**config.mk**
```make
export PLATFORM = sky130hd
export DESIGN_NAME = rpn_stack_evaluator
export DESIGN_NICKNAME = d
export VERILOG_FILES = /design/src/rtl/core/rpn_pkg.sv /design/src/rtl/core/rpn_stack_ram.sv /design/src/rtl/core/rpn_div.sv /design/src/rtl/core/rpn_stack_evaluator.sv
export SDC_FILE = /design/constraint.sdc
export NUM_CORES = 2
export LEC_CHECK = 0
export ABC_CLOCK_PERIOD_IN_PS = 25500
export CAP_MARGIN = 20
export CORE_AREA = 2 2 489 491
export CTS_BUF_LIST = sky130_fd_sc_hd__clkbuf_8 sky130_fd_sc_hd__clkbuf_16
export CTS_CLUSTER_DIAMETER = 200
export DETAILED_ROUTE_END_ITERATION = 16
export DIE_AREA = 0 0 491 493
export DONT_BUFFER_PORTS = 1
export HOLD_SLACK_MARGIN = 0.15
export SLEW_MARGIN = 20
export SYNTH_ARGS = -nofsm -noshare
export SYNTH_HDL_FRONTEND = slang
export SYNTH_SLANG_ARGS = --single-unit
```
**constraint.sdc**
```tcl
create_clock -name clk -period 25.5 [get_ports clk]
set_input_delay 5.1 -clock clk [delete_from_list [all_inputs] [get_ports clk]]
set_output_delay 5.1 -clock clk [all_outputs]
set_load 0.02 [all_outputs]
```
**src/rtl/core/rpn_pkg.sv**
```systemverilog
// Shared types and constants for the postfix stack evaluator.
// No dependencies; used by every module in rtl/core.
package rpn_pkg;

    localparam int DATA_W      = 32;
    localparam int STACK_DEPTH = 64;
    localparam int ADDR_W      = $clog2(STACK_DEPTH);
    localparam int CNT_W       = $clog2(STACK_DEPTH + 1);
    localparam int DIV_CNT_W   = $clog2(DATA_W + 1);

    localparam int ACT_W       = 3;
    localparam int IN_TDATA_W  = ((ACT_W + DATA_W + 7) / 8) * 8;
    localparam int OUT_TDATA_W = ((DATA_W + 2 + 7) / 8) * 8;

    // action codes
    localparam logic [ACT_W-1:0] ACT_PUSH = 3'd0;
    localparam logic [ACT_W-1:0] ACT_ADD  = 3'd1;
    localparam logic [ACT_W-1:0] ACT_SUB  = 3'd2;
    localparam logic [ACT_W-1:0] ACT_MUL  = 3'd3;
    localparam logic [ACT_W-1:0] ACT_DIV  = 3'd4;

    // status codes
    localparam logic [1:0] ERR_NONE  = 2'd0;
    localparam logic [1:0] ERR_UNDER = 2'd1;
    localparam logic [1:0] ERR_OVER  = 2'd2;
    localparam logic [1:0] ERR_DIV   = 2'd3;

    typedef logic [DATA_W-1:0] data_t;

    typedef struct packed {
        logic              we;
        logic [ADDR_W-1:0] waddr;
        data_t             wdata;
        logic              re;
        logic [ADDR_W-1:0] raddr;
    } ram_req_t;

    typedef struct packed {
        logic  start;
        data_t dividend;
        data_t divisor;
    } div_req_t;

endpackage

```
**src/rtl/core/rpn_stack_ram.sv**
```systemverilog
// Stack storage: one write port, one read port, registered read data.
// Depends on rpn_pkg.
module rpn_stack_ram
    import rpn_pkg::*;
(
    input  logic     clk,
    input  ram_req_t req,
    output data_t    rdata
);

    data_t mem [STACK_DEPTH];
    data_t rdata_reg;

    always_ff @(posedge clk)
    begin
        if (req.we)
        begin
            mem[req.waddr] <= req.wdata;
        end
    end

    // read data holds until the next read
    always_ff @(posedge clk)
    begin
        if (req.re)
        begin
            rdata_reg <= mem[req.raddr];
        end
    end

    assign rdata = rdata_reg;

endmodule

```
**src/rtl/core/rpn_div.sv**
```systemverilog
// Signed divider, truncating toward zero, one quotient bit per cycle.
// Depends on rpn_pkg. Caller handles a zero divisor.
module rpn_div
    import rpn_pkg::*;
(
    input  logic     clk,
    input  logic     rst_n,
    input  div_req_t req,
    output logic     done,
    output data_t    quotient
);

    logic                 busy_reg, busy_next;
    logic                 done_reg, done_next;
    logic [DIV_CNT_W-1:0] cnt_reg, cnt_next;
    data_t                rem_reg, rem_next;
    data_t                quo_reg, quo_next;
    data_t                den_reg, den_next;
    logic                 neg_reg, neg_next;

    logic [DATA_W:0]      shifted;
    logic [DATA_W:0]      diff;

    always_comb
    begin
        busy_next = busy_reg;
        done_next = 1'b0;
        cnt_next  = cnt_reg;
        rem_next  = rem_reg;
        quo_next  = quo_reg;
        den_next  = den_reg;
        neg_next  = neg_reg;
        shifted   = {rem_reg, quo_reg[DATA_W-1]};
        diff      = shifted - {1'b0, den_reg};

        if (req.start)
        begin
            busy_next = 1'b1;
            cnt_next  = DIV_CNT_W'(DATA_W);
            rem_next  = '0;
            quo_next  = req.dividend[DATA_W-1] ? (DATA_W'(0) - req.dividend) : req.dividend;
            den_next  = req.divisor[DATA_W-1] ? (DATA_W'(0) - req.divisor) : req.divisor;
            neg_next  = req.dividend[DATA_W-1] ^ req.divisor[DATA_W-1];
        end
        else if (busy_reg)
        begin
            if (!diff[DATA_W])
            begin
                rem_next = diff[DATA_W-1:0];
                quo_next = {quo_reg[DATA_W-2:0], 1'b1};
            end
            else
            begin
                rem_next = shifted[DATA_W-1:0];
                quo_next = {quo_reg[DATA_W-2:0], 1'b0};
            end
            cnt_next = cnt_reg - 1'b1;
            if (cnt_reg == DIV_CNT_W'(1))
            begin
                busy_next = 1'b0;
                done_next = 1'b1;
            end
        end
    end

    always_ff @(posedge clk or negedge rst_n)
    begin
        if (!rst_n)
        begin
            busy_reg <= 1'b0;
            done_reg <= 1'b0;
            cnt_reg  <= '0;
        end
        else
        begin
            busy_reg <= busy_next;
            done_reg <= done_next;
            cnt_reg  <= cnt_next;
        end
    end

    always_ff @(posedge clk)
    begin
        rem_reg <= rem_next;
        quo_reg <= quo_next;
        den_reg <= den_next;
        neg_reg <= neg_next;
    end

    assign done     = done_reg;
    assign quotient = neg_reg ? (DATA_W'(0) - quo_reg) : quo_reg;

endmodule

```
**src/rtl/core/rpn_stack_evaluator.sv**
```systemverilog
// Channel  Dir  Payload                                       Handshake
// s_axis   in   tdata: action[2:0], operand_value[34:3]       tvalid/tready, tlast = last
// m_axis   out  tdata: result_value[31:0], status[33:32]      tvalid/tready
//
// Push is accepted and written in S_IDLE. Add, subtract, multiply: two stack reads through the
// registered RAM read port (S_RD_R, S_RD_L), execute (S_ALU), write back (S_PUSH). Divide waits
// in S_DIV for the 32-step bit-serial divider. An item with tlast adds the final
// pop (S_TOP, S_EMIT), plus any wait for m_axis to drain its held result.
// Reset clears the stack count and status; stack RAM contents are not cleared.
// Top level of the postfix evaluator; depends on rpn_pkg, rpn_stack_ram, rpn_div.
module rpn_stack_evaluator
    import rpn_pkg::*;
(
    input  logic                   clk,
    input  logic                   rst_n,
    input  logic                   s_axis_tvalid,
    output logic                   s_axis_tready,
    input  logic [IN_TDATA_W-1:0]  s_axis_tdata,   // action, operand_value
    input  logic                   s_axis_tlast,
    output logic                   m_axis_tvalid,
    input  logic                   m_axis_tready,
    output logic [OUT_TDATA_W-1:0] m_axis_tdata    // result_value, status
);

    localparam logic [3:0] S_IDLE = 4'd0;
    localparam logic [3:0] S_RD_R = 4'd1;
    localparam logic [3:0] S_RD_L = 4'd2;
    localparam logic [3:0] S_ALU  = 4'd3;
    localparam logic [3:0] S_DIV  = 4'd4;
    localparam logic [3:0] S_PUSH = 4'd5;
    localparam logic [3:0] S_TOP  = 4'd6;
    localparam logic [3:0] S_EMIT = 4'd7;

    logic [3:0]       state_reg, state_next;
    logic [ACT_W-1:0] action_reg, action_next;
    logic             last_reg, last_next;
    logic [CNT_W-1:0] count_reg, count_next;
    logic [1:0]       flags_reg, flags_next;
    logic             hit_reg, hit_next;
    logic             out_valid_reg, out_valid_next;
    data_t            r_reg, r_next;
    data_t            res_reg, res_next;
    data_t            out_value_reg, out_value_next;
    logic [1:0]       out_status_reg, out_status_next;

    ram_req_t         ram_req;
    data_t            ram_rdata;
    div_req_t         div_req;
    logic             div_done;
    data_t            div_quotient;

    logic             in_fire;
    logic [ACT_W-1:0] in_action;
    data_t            in_value;
    logic             err_set;
    logic [1:0]       err_code;
    logic             emit_go;
    logic [CNT_W-1:0] count_dec;
    data_t            l_val;

    rpn_stack_ram u_ram (
        .clk   (clk),
        .req   (ram_req),
        .rdata (ram_rdata)
    );

    rpn_div u_div (
        .clk      (clk),
        .rst_n    (rst_n),
        .req      (div_req),
        .done     (div_done),
        .quotient (div_quotient)
    );

    assign s_axis_tready = (state_reg == S_IDLE);
    assign in_fire       = s_axis_tvalid && s_axis_tready;
    assign in_action     = s_axis_tdata[ACT_W-1:0];
    assign in_value      = s_axis_tdata[ACT_W +: DATA_W];
    assign count_dec     = count_reg - 1'b1;
    assign l_val         = hit_reg ? ram_rdata : '0;
    assign emit_go       = (state_reg == S_EMIT) && (!out_valid_reg || m_axis_tready);

    always_comb
    begin
        state_next      = state_reg;
        action_next     = action_reg;
        last_next       = last_reg;
        count_next      = count_reg;
        flags_next      = flags_reg;
        hit_next        = hit_reg;
        r_next          = r_reg;
        res_next        = res_reg;
        out_value_next  = out_value_reg;
        out_status_next = out_status_reg;
        out_valid_next  = out_valid_reg;
        err_set         = 1'b0;
        err_code        = ERR_NONE;
        ram_req         = '0;
        div_req         = '0;
        div_req.dividend = l_val;
        div_req.divisor  = r_reg;

        if (m_axis_tready)
        begin
            out_valid_next = 1'b0;
        end

        case (state_reg)
            S_IDLE:
            begin
                if (in_fire)
                begin
                    action_next = in_action;
                    last_next   = s_axis_tlast;
                    if (in_action == ACT_PUSH)
                    begin
                        if (count_reg == CNT_W'(STACK_DEPTH))
                        begin
                            err_set  = 1'b1;
                            err_code = ERR_OVER;
                        end
                        else
                        begin
                            ram_req.we    = 1'b1;
                            ram_req.waddr = count_reg[ADDR_W-1:0];
                            ram_req.wdata = in_value;
                            count_next    = count_reg + 1'b1;
                        end
                        state_next = s_axis_tlast ? S_TOP : S_IDLE;
                    end
                    else if (in_action inside {[ACT_ADD:ACT_DIV]})
                    begin
                        state_next = S_RD_R;
                    end
                    else
                    begin
                        // unused codes leave the stack alone
                        state_next = s_axis_tlast ? S_TOP : S_IDLE;
                    end
                end
            end

            S_RD_R, S_RD_L, S_TOP:
            begin
                if (state_reg == S_RD_L)
                begin
                    r_next = hit_reg ? ram_rdata : '0;
                end
                if (count_reg != '0)
                begin
                    ram_req.re    = 1'b1;
                    ram_req.raddr = count_dec[ADDR_W-1:0];
                    count_next    = count_dec;
                    hit_next      = 1'b1;
                end
                else
                begin
                    hit_next = 1'b0;
                    err_set  = 1'b1;
                    err_code = ERR_UNDER;
                end
                case (state_reg)
                    S_RD_R:  state_next = S_RD_L;
                    S_RD_L:  state_next = S_ALU;
                    default: state_next = S_EMIT;
                endcase
            end

            S_ALU:
            begin
                state_next = S_PUSH;
                case (action_reg)
                    ACT_ADD: res_next = l_val + r_reg;
                    ACT_SUB: res_next = l_val - r_reg;
                    ACT_MUL: res_next = DATA_W'(l_val * r_reg);
                    ACT_DIV:
                    begin
                        if (r_reg == '0)
                        begin
                            res_next = '0;
                            err_set  = 1'b1;
                            err_code = ERR_DIV;
                        end
                        else
                        begin
                            div_req.start = 1'b1;
                            state_next    = S_DIV;
                        end
                    end
                    default: res_next = '0;
                endcase
            end

            S_DIV:
            begin
                if (div_done)
                begin
                    res_next   = div_quotient;
                    state_next = S_PUSH;
                end
            end

            S_PUSH:
            begin
                // two pops came first, so the stack has room
                if (count_reg == CNT_W'(STACK_DEPTH))
                begin
                    err_set  = 1'b1;
                    err_code = ERR_OVER;
                end
                else
                begin
                    ram_req.we    = 1'b1;
                    ram_req.waddr = count_reg[ADDR_W-1:0];
                    ram_req.wdata = res_reg;
                    count_next    = count_reg + 1'b1;
                end
                state_next = last_reg ? S_TOP : S_IDLE;
            end

            S_EMIT:
            begin
                if (emit_go)
                begin
                    out_value_next  = l_val;
                    out_status_next = flags_reg;
                    out_valid_next  = 1'b1;
                    count_next      = '0;
                    flags_next      = ERR_NONE;
                    state_next      = S_IDLE;
                end
            end

            default:
            begin
                state_next = S_IDLE;
            end
        endcase

        // first error of the expression sticks
        if (err_set && (flags_reg == ERR_NONE))
        begin
            flags_next = err_code;
        end
    end

    always_ff @(posedge clk or negedge rst_n)
    begin
        if (!rst_n)
        begin
            state_reg     <= S_IDLE;
            count_reg     <= '0;
            flags_reg     <= ERR_NONE;
            hit_reg       <= 1'b0;
            out_valid_reg <= 1'b0;
        end
        else
        begin
            state_reg     <= state_next;
            count_reg     <= count_next;
            flags_reg     <= flags_next;
            hit_reg       <= hit_next;
            out_valid_reg <= out_valid_next;
        end
    end

    always_ff @(posedge clk)
    begin
        action_reg     <= action_next;
        last_reg       <= last_next;
        r_reg          <= r_next;
        res_reg        <= res_next;
        out_value_reg  <= out_value_next;
        out_status_reg <= out_status_next;
    end

    assign m_axis_tvalid = out_valid_reg;
    assign m_axis_tdata  = {{(OUT_TDATA_W - DATA_W - 2){1'b0}}, out_status_reg, out_value_reg};

`ifndef SYNTHESIS
    a_count_bound: assert property (@(posedge clk) disable iff (!rst_n)
        count_reg <= CNT_W'(STACK_DEPTH))
        else $error("stack count beyond depth");

    a_write_room: assert property (@(posedge clk) disable iff (!rst_n)
        ram_req.we |-> (count_reg < CNT_W'(STACK_DEPTH)))
        else $error("stack write with full stack");

    a_div_done_state: assert property (@(posedge clk) disable iff (!rst_n)
        div_done |-> (state_reg == S_DIV))
        else $error("divider finished outside divide wait");

    a_emit_clears: assert property (@(posedge clk) disable iff (!rst_n)
        emit_go |=> (m_axis_tvalid && (count_reg == '0) && (flags_reg == ERR_NONE)))
        else $error("result emit did not clear stack state");
`endif

endmodule
```
* Yosys cells after proc, flatten, opt, wreduce, memory -nomap -nowiden
Memory sizes are Yosys's and may differ from the RTL's. A register that Yosys moved wholly into a read port is not among the register bits. Index checks and enable logic that the tools add are counted.
Cells by class: $lt $le $gt $ge 2, multiply operators 1, reduce and logical (&&, ||, !) cells 24, add/subtract/negate cells 9, bitwise logic cells 1, muxes and demuxes 70, equal/unequal tests 19
Operators with widths (number):
- $mux W32 | 8
- $mux W39 | 4
- $pmux W32 S4 | 1
- $sub A1 B32 Y32 const A | 3
- $pmux W39 S2 | 1
- $pmux W32 S2 | 1
- $mux W7 | 7
- $sub A33 B32 Y33 | 1
- $add A32 B32 Y32 | 1
- $logic_not A32 Y1 | 1
- $mul A32 B32 Y32 | 1
- $sub A32 B32 Y32 | 1
- $mux W31 | 1
- $pmux W7 S4 | 1
- $mux W1 | 25
- $pmux W4 S6 | 1
- $eq A4 B3 Y1 const B | 4
- $mux W2 | 8
- $mux W3 | 4
- $mux W4 | 3
- $mux W6 | 2
- $eq A4 B2 Y1 const B | 2
- $pmux W2 S4 | 1
- $reduce_and A2 Y1 | 4
- other kinds (29) | 40
Word-level totals: output and inout bits 42, input bits 45, bits in registers 222, memories 1, logic and storage cells 146, bits in writable memories 2048
Memory list:
- u_ram.mem | depth 64, bits a word 32, rd ports 1, clocked after Yosys merged registers in 1, wr ports 1, line rpn_stack_ram.sv:11 | data_t mem [STACK_DEPTH];

* Depth between registers and ports, before layout
depth in word-level cells 8, depth in mapped cells 32, gate-level depth less buffers 27

* By module
A second synthesis with hierarchy kept.
Second synthesis, totals: cell total of the unflattened synthesis 6727, area, all modules 110020.5 um^2
Modules (own cells, without submodules):
- rpn_stack_ram | seq. area each 62459.9 um^2, area each 78833.1 um^2, cells an instance 3324, times used 1
- rpn_stack_evaluator | seq. area each 3413.3 um^2, area each 23435.0 um^2, cells an instance 2537, times used 1
- rpn_div | seq. area each 2792.7 um^2, area each 7752.4 um^2, cells an instance 866, times used 1

* Worst setup path before layout
No wires, ideal clock.
path kind reg2reg, from register hit_reg, to register res_reg[31], data pin, setup time 0.276 ns, required time 25.224 ns, buffers on the path 6, arrival 8.079 ns, period minus slack after synthesis 8.355 ns, stages on the path, launching flop included 31, setup slack 17.145 ns, path through dfrtp_1 > buf_2 > buf_6 > clkbuf_1 > clkbuf_1 > clkbuf_1 > clkbuf_1 > and3_1 > fa_1 > fa_1 > fa_1 > inv_1 > fa_1 > inv_1 > fa_1 > inv_1 > fa_1 > inv_1 > fa_1 > fa_1 > ha_1 > a21o_1 > a21oi_1 > nor2b_1 > a311oi_1 > o31ai_1 > a221o_1 > a221o_1 > xnor2_1 > a221oi_1 > a22oi_1
Between the ends: cells in the longest elaborated chain, start to end 4, elaborated cells between the ends (all ways) 6, classes of those cells add/sub: 2; mul: 1; mux: 3
RTL lines:
- start, declared | line rpn_stack_evaluator.sv:39 | logic hit_reg, hit_next;
- start signal, assigned | line rpn_stack_evaluator.sv:262 | hit_reg <= hit_next;
- $mux W32 (*) | line rpn_stack_evaluator.sv:80 | assign l_val = hit_reg ? ram_rdata : '0;
- $mul A32 B32 Y32, or another cell as far along | line rpn_stack_evaluator.sv:175 | ACT_MUL: res_next = DATA_W'(l_val * r_reg);
- $pmux W32 S4 (*) | line rpn_stack_evaluator.sv:172 | case (action_reg)
- $pmux W32 S2 (*) | line rpn_stack_evaluator.sv:108 | case (state_reg)
- via res_next[31] | line rpn_stack_evaluator.sv:42 | data_t res_reg, res_next;
- end signal, assigned | line rpn_stack_evaluator.sv:272 | res_reg <= res_next;
- end, declared | line rpn_stack_evaluator.sv:42
Mark *: on every way through the listed nets, which the timed path passes. The rest lies on a longest branch. A chain may end at the register's enable or synchronous reset.

==> impl_metrics.csv <==
group,metric,value,unit
finish,nets,7403,
outcome,status,"complete, no violations",
synthesis,ys_seq_elements,2301,
finish,drive_gt1_frac,0.169,
timing,maxSlewViolCount,0,
clock_network,clk_pin_slew,60,ps
synthesis,synth-seq-area-share,0.619,
setup_path,critical_path.max_fanout,51,
worst_hold_path,min_path_type,"reg2reg",
flow_run,max_cap_viol_count,0,
clock_network,clk_latency,890,ps
setup_path,required,26070,ps
setup_path,cp_data_arrival_time,10190,ps
timing,rsz0062_at_grt,"no",
setup_path,crit_type,"reg2reg",
global_route,grt_max_degree,245,
placement,place_area,0.115,mm2
clock_network,cts_resized,0,
placement,place.gp.congestion,0.921,
clock_network,cts_tree,"done",
timing,finalSetupTns,0,ps
timing,hold_viol,0,
floorplanning,start_util,0.468,
synthesis,netlist_area,0.111,mm2
routing,drc,0,
floorplanning,rows,179,
global_route,grt_pass1_vias,62023,
timing,slew_headroom,0.213,
global_route,grt_overflow,0,
timing,finalSetupViolCount,0,
floorplanning,die_y,493,um
setup_path,r2r_setup_slack,15890,ps
finish,finish.instance_area,0.123,mm2
synthesis,ys.flop_type,"edfxtp_1",
clock_network,cts_setup_buffers,0,
synthesis,async_reset_ff_frac,0.00956,
setup_path,crit_slowest_cell,"a2111oi_0",
finish,largest_register_ffs,2048,
finish,top_register,"u_ram.mem",
global_route,grt_pass1_wl,436000,um
routing,drtIter0Drc,6124,
global_route,grt_usage,0.251,
floorplanning,num_io_pins,87,
finish,layout_commonest_cell,"edfxtp_1",
routing,avgRoutedWirePerCell,30.0,um
setup_path,critPathMaxStageDelay,850,ps
routing,via_per_inst,5.95,
timing,fin_crit,9610,ps
clock_network,cts.sinks,2301,
synthesis,synth_cells,6710,
timing,worst_pin_slew,1180,ps
synthesis,yosysUniqueCellTypes,92,
timing,fmax,104,MHz
setup_path,cpMostUsedCell,"fa_1",
setup_path,cp-start-kind,"flop",
timing,skew,80.7,ps
floorplanning,die_w,491,um
placement,io_buffers,0,
clock_network,htree_levels,4,
routing,antenna_left,0,
clock_network,numCtsBuffers,231,
synthesis,syn_area_per_cell,16.5,um2
floorplanning,core,0.237,mm2
routing,vias,60249,
synthesis,synth_edf_count,2247,
routing,wl,304000,um
finish,area_growth,10.9,%
setup_path,cp-end-kind,"flop",
placement,dp_hpwl,180000,um
clock_network,ctsHoldBuffers,0,
routing,dr.pass1.iters,5,
global_route,antenna_found_initial,27,
finish,final_cell_mix,"edfxtp_1 (2247), mux2i_1 (513), mux4_2 (512)",
clock_network,clock_path_buffers,3,
floorplanning,die_area,0.242,mm2
synthesis,yosysWarningCount,0,
clock_network,cts-root-buf,"clkbuf_16",
timing,period_share,0.377,
[worst paths after layout]
check	start	end	depth (start not counted)
max in group asynchronous	rst_n	u_div.busy_reg	0
worst max-delay path	hit_reg	res_reg[29]	26
worst min register to register	r_reg[0]	u_div.den_reg[0]	0
worst max register to register	hit_reg	res_reg[29]	26
min in group asynchronous	rst_n	flags_reg[0]	0
worst min-delay path	r_reg[0]	u_div.den_reg[0]	0
[cells in the mapped netlist, drive strengths merged (34+ instances only)]
cell,number,share of area
a21o,41,0.0028
clkbuf,221,0.0075
mux2i,513,0.046
a22o,35,0.0028
xor2,103,0.0081
a21oi,131,0.0059
xnor2,155,0.012
fa,410,0.074
o21ai,135,0.0061
nor2,183,0.0062
o31ai,34,0.0023
and3,317,0.018
buf,172,0.0082
edfxtp,2247,0.61
ha,195,0.022
nand2,379,0.013
mux4,512,0.10
and2,41,0.0023
nand3,55,0.0025
inv,445,0.015
[worst max-delay path, delay by kind of cell, from the launching register on]
family	cells	cell delay, ps
adders and majority gates	9	4210
AOI/OAI and AO/OA	5	2430
buffers and inverters	8	1220
DFF	1	640
and+or+nand+nor	3	590
muxes	1	120
[per-layer routing]
metal  GRT usage  part of all wire  vias to the layer above
met5           0           0.00022                        -
met4       0.105             0.045                       10
met3      0.0390             0.065                      553
met2       0.420              0.49                     2262
met1       0.328              0.40                    31806
li1            -                 -                    25618
[final cells by class]
| class | instances | area [um2] |
|---|---|---|
| timing repair buffer | 198 | 1600 |
| multi-input combinational | 3575 | 39500 |
| tap | 3167 | 3960 |
| fill | 19334 | 114000 |
| inverter | 446 | 1670 |
| antenna | 10 | 25.0 |
| clock buffer | 235 | 5860 |
| clock inverter | 197 | 1760 |
| sequential | 2301 | 68700 |
[stage by stage]
stage	setup slack, ps	util	hold slack, ps	cells
after floorplan	17150	-	447	6715
after global placement	16090	0.487	451	9687
after detailed placement	16070	0.487	455	9687
after CTS	16020	0.519	463	10119
after global routing	15650	0.519	474	10124
final	15890	0.519	459	10129
[kinds of logic after synthesis]
logic type               share of synthesized area
adder cells (fa/ha/maj)                     0.0959
flip-flops                                   0.619
buffers and inverters                       0.0308
AND/OR/NAND/NOR                             0.0515
other                                    0.0000338
XOR/XNOR                                    0.0206
AO/OA/AOI/OAI                               0.0322
multiplexers                                 0.150
Power is not shown: default switching activity piles up to over one toggle a cycle in this logic, so the estimate is an artifact.
